File: config.mk
export PLATFORM = sky130hd
export DESIGN_NAME = json_string_escaper_flat
export DESIGN_NICKNAME = d
export VERILOG_FILES = /design/src/rtl/core/jse_pkg.sv /design/src/rtl/core/jse_if.sv /design/src/rtl/core/json_string_escaper.sv /design/src/rtl/core/jse_expand.sv /design/src/rtl/core/jse_emit.sv /design/src/flat_wrapper.sv
export SDC_FILE = /design/constraint.sdc
export NUM_CORES = 1
export LEC_CHECK = 0
export BUFFER_PORTS_ARGS = -buffer_cell sky130_fd_sc_hd__buf_2
export CAP_MARGIN = 0
export CORE_ASPECT_RATIO = 0.8
export CORE_MARGIN = 8
export CORE_UTILIZATION = 45
export DETAILED_ROUTE_END_ITERATION = 8
export PLACE_DENSITY_LB_ADDON = 0.05
export SETUP_SLACK_MARGIN = 0.15
export SYNTH_ARGS = -nofsm -noshare
export SYNTH_HDL_FRONTEND = slang
export SYNTH_SLANG_ARGS = --single-unit
File: constraint.sdc
create_clock -name clk_i -period 5.9 [get_ports clk_i]
set_clock_uncertainty 0.05 [all_clocks]
set_input_delay 1.77 -clock clk_i [delete_from_list [all_inputs] [get_ports clk_i]]
set_output_delay 1.77 -clock clk_i [all_outputs]
set_load 0.05 [all_outputs]
File: src/rtl/core/jse_pkg.sv
// ----------------------------------------------------------------------------
// JSON string escaper package
// Shared constants, the escape sequence type and the hex digit helper.
// ----------------------------------------------------------------------------
package jse_pkg;

  localparam int COUNT_BITS_DEF = 16;
  localparam int CAP_BITS       = 16;
  localparam int SEQ_MAX        = 7;
  localparam int ESC_MAX        = 6;
  localparam int LEN_BITS       = 3;
  localparam int CAP_MARGIN     = 8;

  localparam logic [CAP_BITS-1:0] CAP_RESET = 16'd512;

  localparam logic KIND_BYTE = 1'b0;
  localparam logic KIND_END  = 1'b1;

  localparam logic [7:0] QUOTE_CH  = 8'h22;
  localparam logic [7:0] BSLASH_CH = 8'h5c;
  localparam logic [7:0] LF_CH     = 8'h0a;
  localparam logic [7:0] CR_CH     = 8'h0d;
  localparam logic [7:0] TAB_CH    = 8'h09;
  localparam logic [7:0] N_CH      = 8'h6e;
  localparam logic [7:0] R_CH      = 8'h72;
  localparam logic [7:0] T_CH      = 8'h74;
  localparam logic [7:0] U_CH      = 8'h75;
  localparam logic [7:0] ZERO_CH   = 8'h30;
  localparam logic [7:0] CTRL_LIMIT = 8'h20;

  typedef struct packed {
    logic [SEQ_MAX-1:0][7:0] data;
    logic [LEN_BITS-1:0]     len;
    logic                    last;
  } seq_t;

  function automatic logic [7:0] hex_digit(input logic [3:0] v);
    logic [7:0] r;
    if (v < 4'd10) begin
      r = 8'h30 + {4'h0, v};
    end else begin
      r = 8'h61 + {4'h0, v} - 8'd10;
    end
    return r;
  endfunction

endpackage

File: src/rtl/core/jse_if.sv
// ----------------------------------------------------------------------------
// JSON string escaper channels
// Valid/ready channels for source items, escaped bytes and the capacity write.
// ----------------------------------------------------------------------------
interface jse_in_if;
  logic       valid;
  logic       ready;
  logic       kind;
  logic [7:0] in_byte;
  modport source (output valid, output kind, output in_byte, input ready);
  modport sink   (input valid, input kind, input in_byte, output ready);
endinterface

interface jse_out_if;
  logic       valid;
  logic       ready;
  logic [7:0] out_byte;
  logic       last;
  modport source (output valid, output out_byte, output last, input ready);
  modport sink   (input valid, input out_byte, input last, output ready);
endinterface

interface jse_cfg_if;
  logic        valid;
  logic        ready;
  logic [15:0] out_capacity;
  modport source (output valid, output out_capacity, input ready);
  modport sink   (input valid, input out_capacity, output ready);
endinterface

File: src/rtl/core/json_string_escaper.sv
// ----------------------------------------------------------------------------
// JSON string escaper
// Streams string bytes out as one quoted, escaped JSON string.
// ----------------------------------------------------------------------------
//   channel | dir | payload                 | request
//   in_i    | in  | kind, in_byte           | one source byte or end of string
//   out_o   | out | out_byte, last          | one escaped output byte
//   cfg_i   | in  | out_capacity            | destination capacity write
//
// One output byte per cycle while out_o is ready; a request expands to zero
// to seven bytes, one for a plain byte and seven for a unicode escape with
// opening quote. The sequence buffer in the emitter sets the rate: a new
// request is taken in the cycle its last byte leaves. Stalls on out_o hold the buffer.
// Reset closes the string, clears the count and sets capacity to 512.
// ----------------------------------------------------------------------------
module json_string_escaper #(
  parameter int COUNT_BITS = jse_pkg::COUNT_BITS_DEF
) (
  input  logic       clk_i,
  input  logic       rst_ni,
  jse_in_if.sink     in_i,
  jse_out_if.source  out_o,
  jse_cfg_if.sink    cfg_i
);
  import jse_pkg::*;

  seq_t seq;
  logic free;
  logic take;

  assign in_i.ready  = free;
  assign take        = in_i.valid && free;
  assign cfg_i.ready = 1'b1;

  jse_expand #(
    .COUNT_BITS (COUNT_BITS)
  ) u_expand (
    .clk_i     (clk_i),
    .rst_ni    (rst_ni),
    .take_i    (take),
    .kind_i    (in_i.kind),
    .in_byte_i (in_i.in_byte),
    .cfg_we_i  (cfg_i.valid),
    .cfg_cap_i (cfg_i.out_capacity),
    .seq_o     (seq)
  );

  jse_emit u_emit (
    .clk_i      (clk_i),
    .rst_ni     (rst_ni),
    .take_i     (take),
    .seq_i      (seq),
    .free_o     (free),
    .valid_o    (out_o.valid),
    .ready_i    (out_o.ready),
    .out_byte_o (out_o.out_byte),
    .last_o     (out_o.last)
  );

endmodule

File: src/rtl/core/jse_expand.sv
// ----------------------------------------------------------------------------
// JSON string escaper expander
// Holds string state and capacity; maps one request to its escape sequence.
// ----------------------------------------------------------------------------
module jse_expand #(
  parameter int COUNT_BITS = jse_pkg::COUNT_BITS_DEF
) (
  input  logic                          clk_i,
  input  logic                          rst_ni,
  input  logic                          take_i,
  input  logic                          kind_i,
  input  logic [7:0]                    in_byte_i,
  input  logic                          cfg_we_i,
  input  logic [jse_pkg::CAP_BITS-1:0]  cfg_cap_i,
  output jse_pkg::seq_t                 seq_o
);
  import jse_pkg::*;

  localparam int CW = ((COUNT_BITS > CAP_BITS) ? COUNT_BITS : CAP_BITS) + 1;

  logic [CAP_BITS-1:0]   cap_q;
  logic                  open_q, open_d;
  logic [COUNT_BITS-1:0] count_q, count_d;

  logic [COUNT_BITS-1:0] base;
  logic                  fits;
  logic [7:0]            second;
  logic                  two;
  logic [ESC_MAX-1:0][7:0] esc;
  logic [LEN_BITS-1:0]   elen;
  logic                  elast;

  assign base = open_q ? count_q : COUNT_BITS'(1);
  assign fits = (CW'(base) + CW'(CAP_MARGIN)) < CW'(cap_q);

  always_comb begin
    two    = 1'b1;
    second = QUOTE_CH;
    case (in_byte_i)
      QUOTE_CH:  second = QUOTE_CH;
      BSLASH_CH: second = BSLASH_CH;
      LF_CH:     second = N_CH;
      CR_CH:     second = R_CH;
      TAB_CH:    second = T_CH;
      default:   two = 1'b0;
    endcase
  end

  always_comb begin
    esc   = '0;
    elen  = '0;
    elast = 1'b0;
    if (kind_i == KIND_END) begin
      esc[0] = QUOTE_CH;
      elen   = LEN_BITS'(1);
      elast  = 1'b1;
    end else if (!fits) begin
      elen = '0;
    end else if (two) begin
      esc[0] = BSLASH_CH;
      esc[1] = second;
      elen   = LEN_BITS'(2);
    end else if (in_byte_i < CTRL_LIMIT) begin
      esc[0] = BSLASH_CH;
      esc[1] = U_CH;
      esc[2] = ZERO_CH;
      esc[3] = ZERO_CH;
      esc[4] = hex_digit(in_byte_i[7:4]);
      esc[5] = hex_digit(in_byte_i[3:0]);
      elen   = LEN_BITS'(6);
    end else begin
      esc[0] = in_byte_i;
      elen   = LEN_BITS'(1);
    end
  end

  always_comb begin
    seq_o      = '0;
    seq_o.last = elast;
    if (!open_q) begin
      seq_o.data[0] = QUOTE_CH;
      for (int k = 0; k < ESC_MAX; k++) begin
        seq_o.data[k+1] = esc[k];
      end
      seq_o.len = elen + LEN_BITS'(1);
    end else begin
      for (int k = 0; k < ESC_MAX; k++) begin
        seq_o.data[k] = esc[k];
      end
      seq_o.len = elen;
    end
  end

  always_comb begin
    open_d  = open_q;
    count_d = count_q;
    if (take_i) begin
      if (kind_i == KIND_END) begin
        open_d  = 1'b0;
        count_d = '0;
      end else begin
        open_d  = 1'b1;
        count_d = base + COUNT_BITS'(elen);
      end
    end
  end

  always_ff @(posedge clk_i or negedge rst_ni) begin
    if (!rst_ni) begin
      open_q  <= 1'b0;
      count_q <= '0;
      cap_q   <= CAP_RESET;
    end else begin
      open_q  <= open_d;
      count_q <= count_d;
      if (cfg_we_i) begin
        cap_q <= cfg_cap_i;
      end
    end
  end

endmodule

File: src/rtl/core/jse_emit.sv
// ----------------------------------------------------------------------------
// JSON string escaper emitter
// Buffers one escape sequence and hands it out one byte per cycle while ready_i is high.
// ----------------------------------------------------------------------------
module jse_emit (
  input  logic          clk_i,
  input  logic          rst_ni,
  input  logic          take_i,
  input  jse_pkg::seq_t seq_i,
  output logic          free_o,
  output logic          valid_o,
  input  logic          ready_i,
  output logic [7:0]    out_byte_o,
  output logic          last_o
);
  import jse_pkg::*;

  seq_t                seq_q, seq_d;
  logic                busy_q, busy_d;
  logic [LEN_BITS-1:0] idx_q, idx_d;
  logic                at_end;
  logic                done;

  assign at_end     = (idx_q == (seq_q.len - LEN_BITS'(1)));
  assign done       = busy_q && ready_i && at_end;
  assign free_o     = !busy_q || done;
  assign valid_o    = busy_q;
  assign out_byte_o = seq_q.data[idx_q];
  assign last_o     = seq_q.last && at_end;

  always_comb begin
    seq_d  = seq_q;
    busy_d = busy_q;
    idx_d  = idx_q;
    if (take_i) begin
      seq_d  = seq_i;
      busy_d = (seq_i.len != '0);
      idx_d  = '0;
    end else if (busy_q && ready_i) begin
      if (at_end) begin
        busy_d = 1'b0;
      end else begin
        idx_d = idx_q + LEN_BITS'(1);
      end
    end
  end

  always_ff @(posedge clk_i or negedge rst_ni) begin
    if (!rst_ni) begin
      busy_q <= 1'b0;
      idx_q  <= '0;
    end else begin
      busy_q <= busy_d;
      idx_q  <= idx_d;
    end
  end

  always_ff @(posedge clk_i) begin
    seq_q <= seq_d;
  end

endmodule

File: src/flat_wrapper.sv
// flat-port wrapper written by rule: the top's interface ports become plain ports
module json_string_escaper_flat import jse_pkg::*;
#(
  parameter int COUNT_BITS = jse_pkg::COUNT_BITS_DEF
)
  (clk_i, rst_ni, in_i_valid, in_i_kind, in_i_in_byte, in_i_ready, out_o_valid, out_o_out_byte, out_o_last, out_o_ready, cfg_i_valid, cfg_i_out_capacity, cfg_i_ready);
  jse_in_if in_i_i ();
  jse_out_if out_o_i ();
  jse_cfg_if cfg_i_i ();
  input  logic clk_i;
  input  logic rst_ni;
  input wire logic [$bits(in_i_i.valid)-1:0] in_i_valid;
  input wire logic [$bits(in_i_i.kind)-1:0] in_i_kind;
  input wire logic [$bits(in_i_i.in_byte)-1:0] in_i_in_byte;
  output wire logic [$bits(in_i_i.ready)-1:0] in_i_ready;
  output wire logic [$bits(out_o_i.valid)-1:0] out_o_valid;
  output wire logic [$bits(out_o_i.out_byte)-1:0] out_o_out_byte;
  output wire logic [$bits(out_o_i.last)-1:0] out_o_last;
  input wire logic [$bits(out_o_i.ready)-1:0] out_o_ready;
  input wire logic [$bits(cfg_i_i.valid)-1:0] cfg_i_valid;
  input wire logic [$bits(cfg_i_i.out_capacity)-1:0] cfg_i_out_capacity;
  output wire logic [$bits(cfg_i_i.ready)-1:0] cfg_i_ready;
  assign in_i_i.valid = in_i_valid;
  assign in_i_i.kind = in_i_kind;
  assign in_i_i.in_byte = in_i_in_byte;
  assign in_i_ready = in_i_i.ready;
  assign out_o_valid = out_o_i.valid;
  assign out_o_out_byte = out_o_i.out_byte;
  assign out_o_last = out_o_i.last;
  assign out_o_i.ready = out_o_ready;
  assign cfg_i_i.valid = cfg_i_valid;
  assign cfg_i_i.out_capacity = cfg_i_out_capacity;
  assign cfg_i_ready = cfg_i_i.ready;
  json_string_escaper #(.COUNT_BITS(COUNT_BITS)) u_core (.clk_i(clk_i), .rst_ni(rst_ni), .in_i(in_i_i), .out_o(out_o_i), .cfg_i(cfg_i_i));
endmodule
Yosys cells after proc, flatten, opt, wreduce, memory -nomap -nowiden --
Cells that the tools add are included.
Operators by class: add/subtract/negate cells 11, order comparisons 5, eq/ne operators 7, muxes and demuxes 28, reduce and logical (&&, ||, !) cells 12
Operators with widths (number):
- $mux 40 | 2
- $mux 51 | 1
- $mux 16 | 3
- $mux 48 | 1
- $mux 8 | 5
- $mux 32 | 1
- $pmux 7 s4 | 1
- $bmux 8 s3 | 1
- $eq 8x4->1 const B | 3
- $mux 3 | 7
- $add 16x4->17 const B | 1
- $lt 17x16->1 | 1
- $add 16x3->16 | 1
- $add 7x4->8 const A | 2
- $sub 8x4->8 const B | 2
- $add 6x4->7 const A | 2
- $eq 8x6->1 const B | 1
- $eq 8x7->1 const B | 1
- $lt 4x4->1 const B | 2
- $lt 8x6->1 const B | 1
- $add 3x1->3 const B | 2
- $mux 1 | 6
- $reduce_or 5->1 | 1
- $logic_and 1x1->1 | 4
- other kinds (9) | 11
Storage, ports and cells: register bits after elaboration 97

Logic depth before layout (Yosys ltp) --
depth in word-level cells 10, gate-level depth with buffers 26

Modules after synthesis --
A second synthesis with hierarchy kept.
Second synthesis, totals: cells, all modules 545, area total of the unflattened synthesis 5647.9 um^2
Modules (own cells, without submodules):
- jse_expand | instances 1, cells an instance 402, area each 3049.2 um^2, sequential area each 827.0 um^2
- jse_emit | instances 1, cells an instance 140, area each 2581.2 um^2, sequential area each 1901.8 um^2
- json_string_escaper | instances 1, cells an instance 3, area each 17.5 um^2, sequential area each 0.0 um^2

Worst setup path before layout --
No wires, ideal clock.
path type flip-flop to flip-flop, start point reg u_core.u_expand.open_q, end point reg u_core.u_expand.count_q[14], library setup time 129 ps, arrival time 5010 ps, path slack 711 ps, stages on the path, launching flop included 25, buffers on the path 2, clock period less this slack 5189 ps, path through dfrtp_1 clkbuf_1 clkbuf_1 and2_1 ha_1 nand3_1 nor2_2 nand3_1 or3_1 a21boi_0 ha_1 nand3_1 nor3_2 a221oi_2 nand3_2 and2b_1 inv_1 fa_1 nor2b_1 o21ba_2 and3_1 and3_1 a21oi_1 o21ai_0 o21ai_0
Between the ends: cells in the longest elaborated chain, start to end 7
RTL lines:
- start, declared | line jse_expand.sv:22 | logic open_q, open_d;
- start signal, assigned | line jse_expand.sv:114 | open_q <= open_d;
- $mux 16 (*) | line jse_expand.sv:33 | assign base = open_q ? count_q : COUNT_BITS'(1);
- $add 16x4->17 | line jse_expand.sv:34 | assign fits = (CW'(base) + CW'(CAP_MARGIN)) < CW'(cap_q);
- $lt 17x16->1 | line jse_expand.sv:34
- $mux 3 | line jse_expand.sv:57 | end else if (!fits) begin
- $mux 3 | line jse_expand.sv:53 | if (kind_i == KIND_END) begin
- $add 16x3->16 (*) | line jse_expand.sv:103 | count_d = base + COUNT_BITS'(elen);
- $mux 16 (*) | line jse_expand.sv:98 | if (kind_i == KIND_END) begin
- end signal, assigned | line jse_expand.sv:115 | count_q <= count_d;
- end, declared | line jse_expand.sv:23 | logic [COUNT_BITS-1:0] count_q, count_d;
Mark *: on every way between the ends. The rest lies on a longest branch, timed or not. A chain may end at the register's enable or synchronous reset.

Final worst setup path --
Ends and elaborated chain as after synthesis.

==> impl_metrics.ini <==
[routing]
routed_wl_um = 12000
firstDrtPassIters = 4
mean_number_of_vias_per_cell = 5.35
drt-wirelength-per-cell_um = 17.1
route.detailed.drc = 0
dr.first_iter.drc_count = 255
vias = 3747
drt.antenna.violating_nets = 0

[worst_setup_path]
worst-path-max-fanout = 14
cp_slowest_stage_delay_ns = 0.49
crit_buf_inv = 2
ff2ff_path_depth = 24
r2r_end = u_core.u_expand.count_q[14]$_DFFE_PN0P_
worst-setup-path-type = flop to flop
top_family_by_delay_on_critical_path = simple AND/OR/NAND/NOR gates
crit_chain = and2_1, ha_1, nand3_1, nor2_2, nand3_1, or3_1, a21boi_0, ha_1, nand3_1, nor3_2, o311ai_4, nand4_2, o21a_1, inv_1, ha_1, inv_1, fa_1, nor2b_1, o21ba_2, and3_1, and3_1, a21oi_1, o21ai_0, o21ai_0
timing.critical_path.required_ns = 6.06
ff2ff_setup_slack_ns = 0.70
critPathSlowestCell = sky130_fd_sc_hd__dfrtp_2
cp-start-kind = flop
endpoint_kind = flop
arrival_time_of_data_at_the_critical_path_endpoint_ns = 5.36
critical_path.reg2reg.startpoint = u_core.u_expand.open_q$_DFFE_PN0P_

[die]
num_rows = 34
die_height_um = 111
coreArea_um2 = 11000
fp.dieArea_um2 = 15000
die_w_um = 135
initial_utilization = 0.465
number_of_primary_i_o_pins = 42

[sta]
slew_headroom = 0.419
grt_setup_unrepaired = no
finalWorstPathRequiredPeriod_ns = 5.20
setup_tns_ns = 0
setup_viol = 0
fin_ws_ns = 0.697
report.final.hold_viol_count = 0
maxSlewViolCount = 0
final_min_period_over_clock_period = 0.882
fmax_mhz = 192
max_slew.worst_pin.slew_ns = 0.872

[global_route]
grt_start_max_net_pins = 38
global_route_wire_length_before_repair_um = 20100
grt_overflow = 0
antenna_found_initial = 0
vias_in_the_first_global_route = 3756
groute.usage.overall = 0.167

[worst_hold_path]
holdPathEnd = u_core.u_expand.count_q[2]$_DFFE_PN0P_
worstHoldStart = u_core.u_expand.count_q[2]$_DFFE_PN0P_
worstHoldPathCells = 2
hp-class = flop to flop

[finish]
num_antenna_cells = 0
layout.filler_cells = 1025
layout-drive-gt1-share = 0.163
design.final.nets = 611
syn_to_final_growth_pct = 12.6

[clock_tree]
cts_buffers = 9
clockBufferDepth = 2
cts_tree = built
htree_levels = 3
cts.clk_slew.worst_paths_ns = 0.06
clk_root_buffer_cell = sky130_fd_sc_hd__clkbuf_16
cts.sink_count = 86
cts_setup_buffers = 0
worst_skew_pair.late_latency_ns = 0.33

[yosys]
synth-edff-count = 49
post-synth-top-area-fraction = 0.288
gate_count_post_synth = 518
synthArstFlopShare = 0.430
synth_area_leader_cell = sky130_fd_sc_hd__edfxtp_1
seq_area_frac_synth = 0.470
synthMostInstantiatedCell = sky130_fd_sc_hd__nand2_1
post_synth_most_frequent_cells = sky130_fd_sc_hd__nand2_1 (56), sky130_fd_sc_hd__nor2_1 (52), sky130_fd_sc_hd__edfxtp_1 (49)
number_of_synthesized_register_bits = 86
dominantRegCellSynth = sky130_fd_sc_hd__edfxtp_1
synth_cell_types = 64
yosys_warnings = 0
synth.avg_cell_area_um2 = 9.86
syn-cell-area_um2 = 5100
synth_area_leaders = sky130_fd_sc_hd__edfxtp_1 (29%), sky130_fd_sc_hd__dfrtp_1 (18%), sky130_fd_sc_hd__ha_1 (6.9%), sky130_fd_sc_hd__nand2_1 (4.1%), sky130_fd_sc_hd__nor2_1 (3.8%)

[placed_design]
globalplace.congestion = 0.850
place_hpwl_um = 8880
port_buffers = 40
dpl_worst_slack_ns = 0.613

[power_and_ir_drop]
static_leakage_nw = 2.42
ir_worst_vdd_mv = 0.243
power.density_nw_per_um2 = 376

[status]
status = completed

[run]
maxCapViolations = 0
cell families (layout without fill, tap and decap cells):
kind of cell	count (synthesis)	after routing	share of synthesized area
compound gates	111	111	0.141
xor+xnor	17	17	0.0292
fa+ha+maj	29	29	0.0725
buf+inv	70	106	0.0556
flops	86	86	0.470
mux	18	18	0.0529
other cells	2	5	0.00147
simple gates	185	185	0.178
power breakdown:
part	internal [mW]	leakage, nW	switching (mW)
combinational	0.247	1.34	0.488
clock	0.384	0.154	0.221
sequential	0.745	0.924	0.0772
registers in the layout, indices dropped and copies added, names as in the netlist:
register                 cells
u_core.u_expand.count_q     16
u_core.u_expand.cap_q       16
u_core.u_emit.seq_q         49
u_core.u_emit.valid_o        1
u_core.u_emit.idx_q          3
u_core.u_expand.open_q       1
what timing repair did:
action | 4_1_cts | 5_1_grt
gates resized for setup | 0 | 1
hold buffers | 0 | 0
endpoints found under the setup margin | 0 | 2
worst max-delay path by stage:
stage,from,endpoint,slack [ns],depth (start not counted)
floorplan,u_core.u_expand.open_q$_DFFE_PN0P_,u_core.u_expand.count_q[14]$_DFFE_PN0P_,0.71,24
global placement,in_i_in_byte[0],u_core.u_expand.count_q[14]$_DFFE_PN0P_,0.66,17
detailed placement,u_core.u_expand.open_q$_DFFE_PN0P_,u_core.u_expand.count_q[14]$_DFFE_PN0P_,0.61,25
CTS,u_core.u_expand.open_q$_DFFE_PN0P_,u_core.u_expand.count_q[14]$_DFFE_PN0P_,0.60,25
global route,u_core.u_expand.open_q$_DFFE_PN0P_,u_core.u_expand.count_q[14]$_DFFE_PN0P_,0.24,25
finish,u_core.u_expand.open_q$_DFFE_PN0P_,u_core.u_expand.count_q[14]$_DFFE_PN0P_,0.70,24
placed cells by master (no fill, tap or decap), types with 4 or more instances in the layout:
cell,n
sky130_fd_sc_hd__nand3_1,13
sky130_fd_sc_hd__o21a_1,4
sky130_fd_sc_hd__a21oi_1,22
sky130_fd_sc_hd__clkbuf_16,9
sky130_fd_sc_hd__or3_1,5
sky130_fd_sc_hd__nor2b_1,5
sky130_fd_sc_hd__a31oi_1,5
sky130_fd_sc_hd__or2_2,5
sky130_fd_sc_hd__nand2_1,56
sky130_fd_sc_hd__xor2_1,5
sky130_fd_sc_hd__o22ai_1,5
sky130_fd_sc_hd__buf_4,8
sky130_fd_sc_hd__xnor2_1,12
sky130_fd_sc_hd__inv_1,41
sky130_fd_sc_hd__dfrtp_1,35
sky130_fd_sc_hd__nor2_1,52
sky130_fd_sc_hd__conb_1,5
sky130_fd_sc_hd__ha_1,28
sky130_fd_sc_hd__nand2b_1,4
sky130_fd_sc_hd__nor3_1,12
sky130_fd_sc_hd__and2_1,8
sky130_fd_sc_hd__mux2i_1,9
sky130_fd_sc_hd__edfxtp_1,49
sky130_fd_sc_hd__nand4_1,4
sky130_fd_sc_hd__o21ai_0,38
sky130_fd_sc_hd__o31ai_1,8
sky130_fd_sc_hd__o41ai_1,5
sky130_fd_sc_hd__mux4_2,7
sky130_fd_sc_hd__buf_2,40
stage by stage:
step	instances	utilization	hold slack [ns]	cell area, um^2	total power, mW
after detailed placement	685	0.495	0.413	5430	1.58
final	701	0.524	0.425	5750	2.16
after global routing	701	0.524	0.447	5750	2.29
after floorplan	521	-	0.386	5120	1.38
after global placement	685	0.495	0.404	5430	1.57
after CTS	701	0.524	0.426	5750	2.19
worst register-to-register path, stage by stage, from the launching register on:
cell and delay, ns:
sky130_fd_sc_hd__dfrtp_2 0.49, sky130_fd_sc_hd__and2_1 0.18, sky130_fd_sc_hd__ha_1 0.23, sky130_fd_sc_hd__nand3_1 0.21
sky130_fd_sc_hd__nor2_2 0.24, sky130_fd_sc_hd__nand3_1 0.22, sky130_fd_sc_hd__or3_1 0.39, sky130_fd_sc_hd__a21boi_0 0.19
sky130_fd_sc_hd__ha_1 0.26, sky130_fd_sc_hd__nand3_1 0.10, sky130_fd_sc_hd__nor3_2 0.09, sky130_fd_sc_hd__o311ai_4 0.11
sky130_fd_sc_hd__nand4_2 0.22, sky130_fd_sc_hd__o21a_1 0.27, sky130_fd_sc_hd__inv_1 0.09, sky130_fd_sc_hd__ha_1 0.17
sky130_fd_sc_hd__inv_1 0.06, sky130_fd_sc_hd__fa_1 0.42, sky130_fd_sc_hd__nor2b_1 0.21, sky130_fd_sc_hd__o21ba_2 0.18
sky130_fd_sc_hd__and3_1 0.20, sky130_fd_sc_hd__and3_1 0.21, sky130_fd_sc_hd__a21oi_1 0.07, sky130_fd_sc_hd__o21ai_0 0.14
sky130_fd_sc_hd__o21ai_0 0.09
routing by layer:
layer | routed length (um) | global-route usage | vias up | share of wire
met4 | 143 | 0.0473 | 0 | 0.012
li1 | - | - | 1892 | -
met3 | 678 | 0.0399 | 11 | 0.056
met1 | 6570 | 0.263 | 1766 | 0.55
met5 | 0 | 0 | - | 0
met2 | 4630 | 0.217 | 78 | 0.38
layout make-up:
type	count	area [um^2]	area share
clock buffer	13	250	0.0435
clock inverter	3	68.8	0.0120
inverter	42	158	0.0274
multi-input combinational	365	2430	0.423
sequential	86	2400	0.417
tap	144	180	0.0313
timing repair buffer	48	260	0.0453
Note: power is estimated with default switching activity, not from simulation.
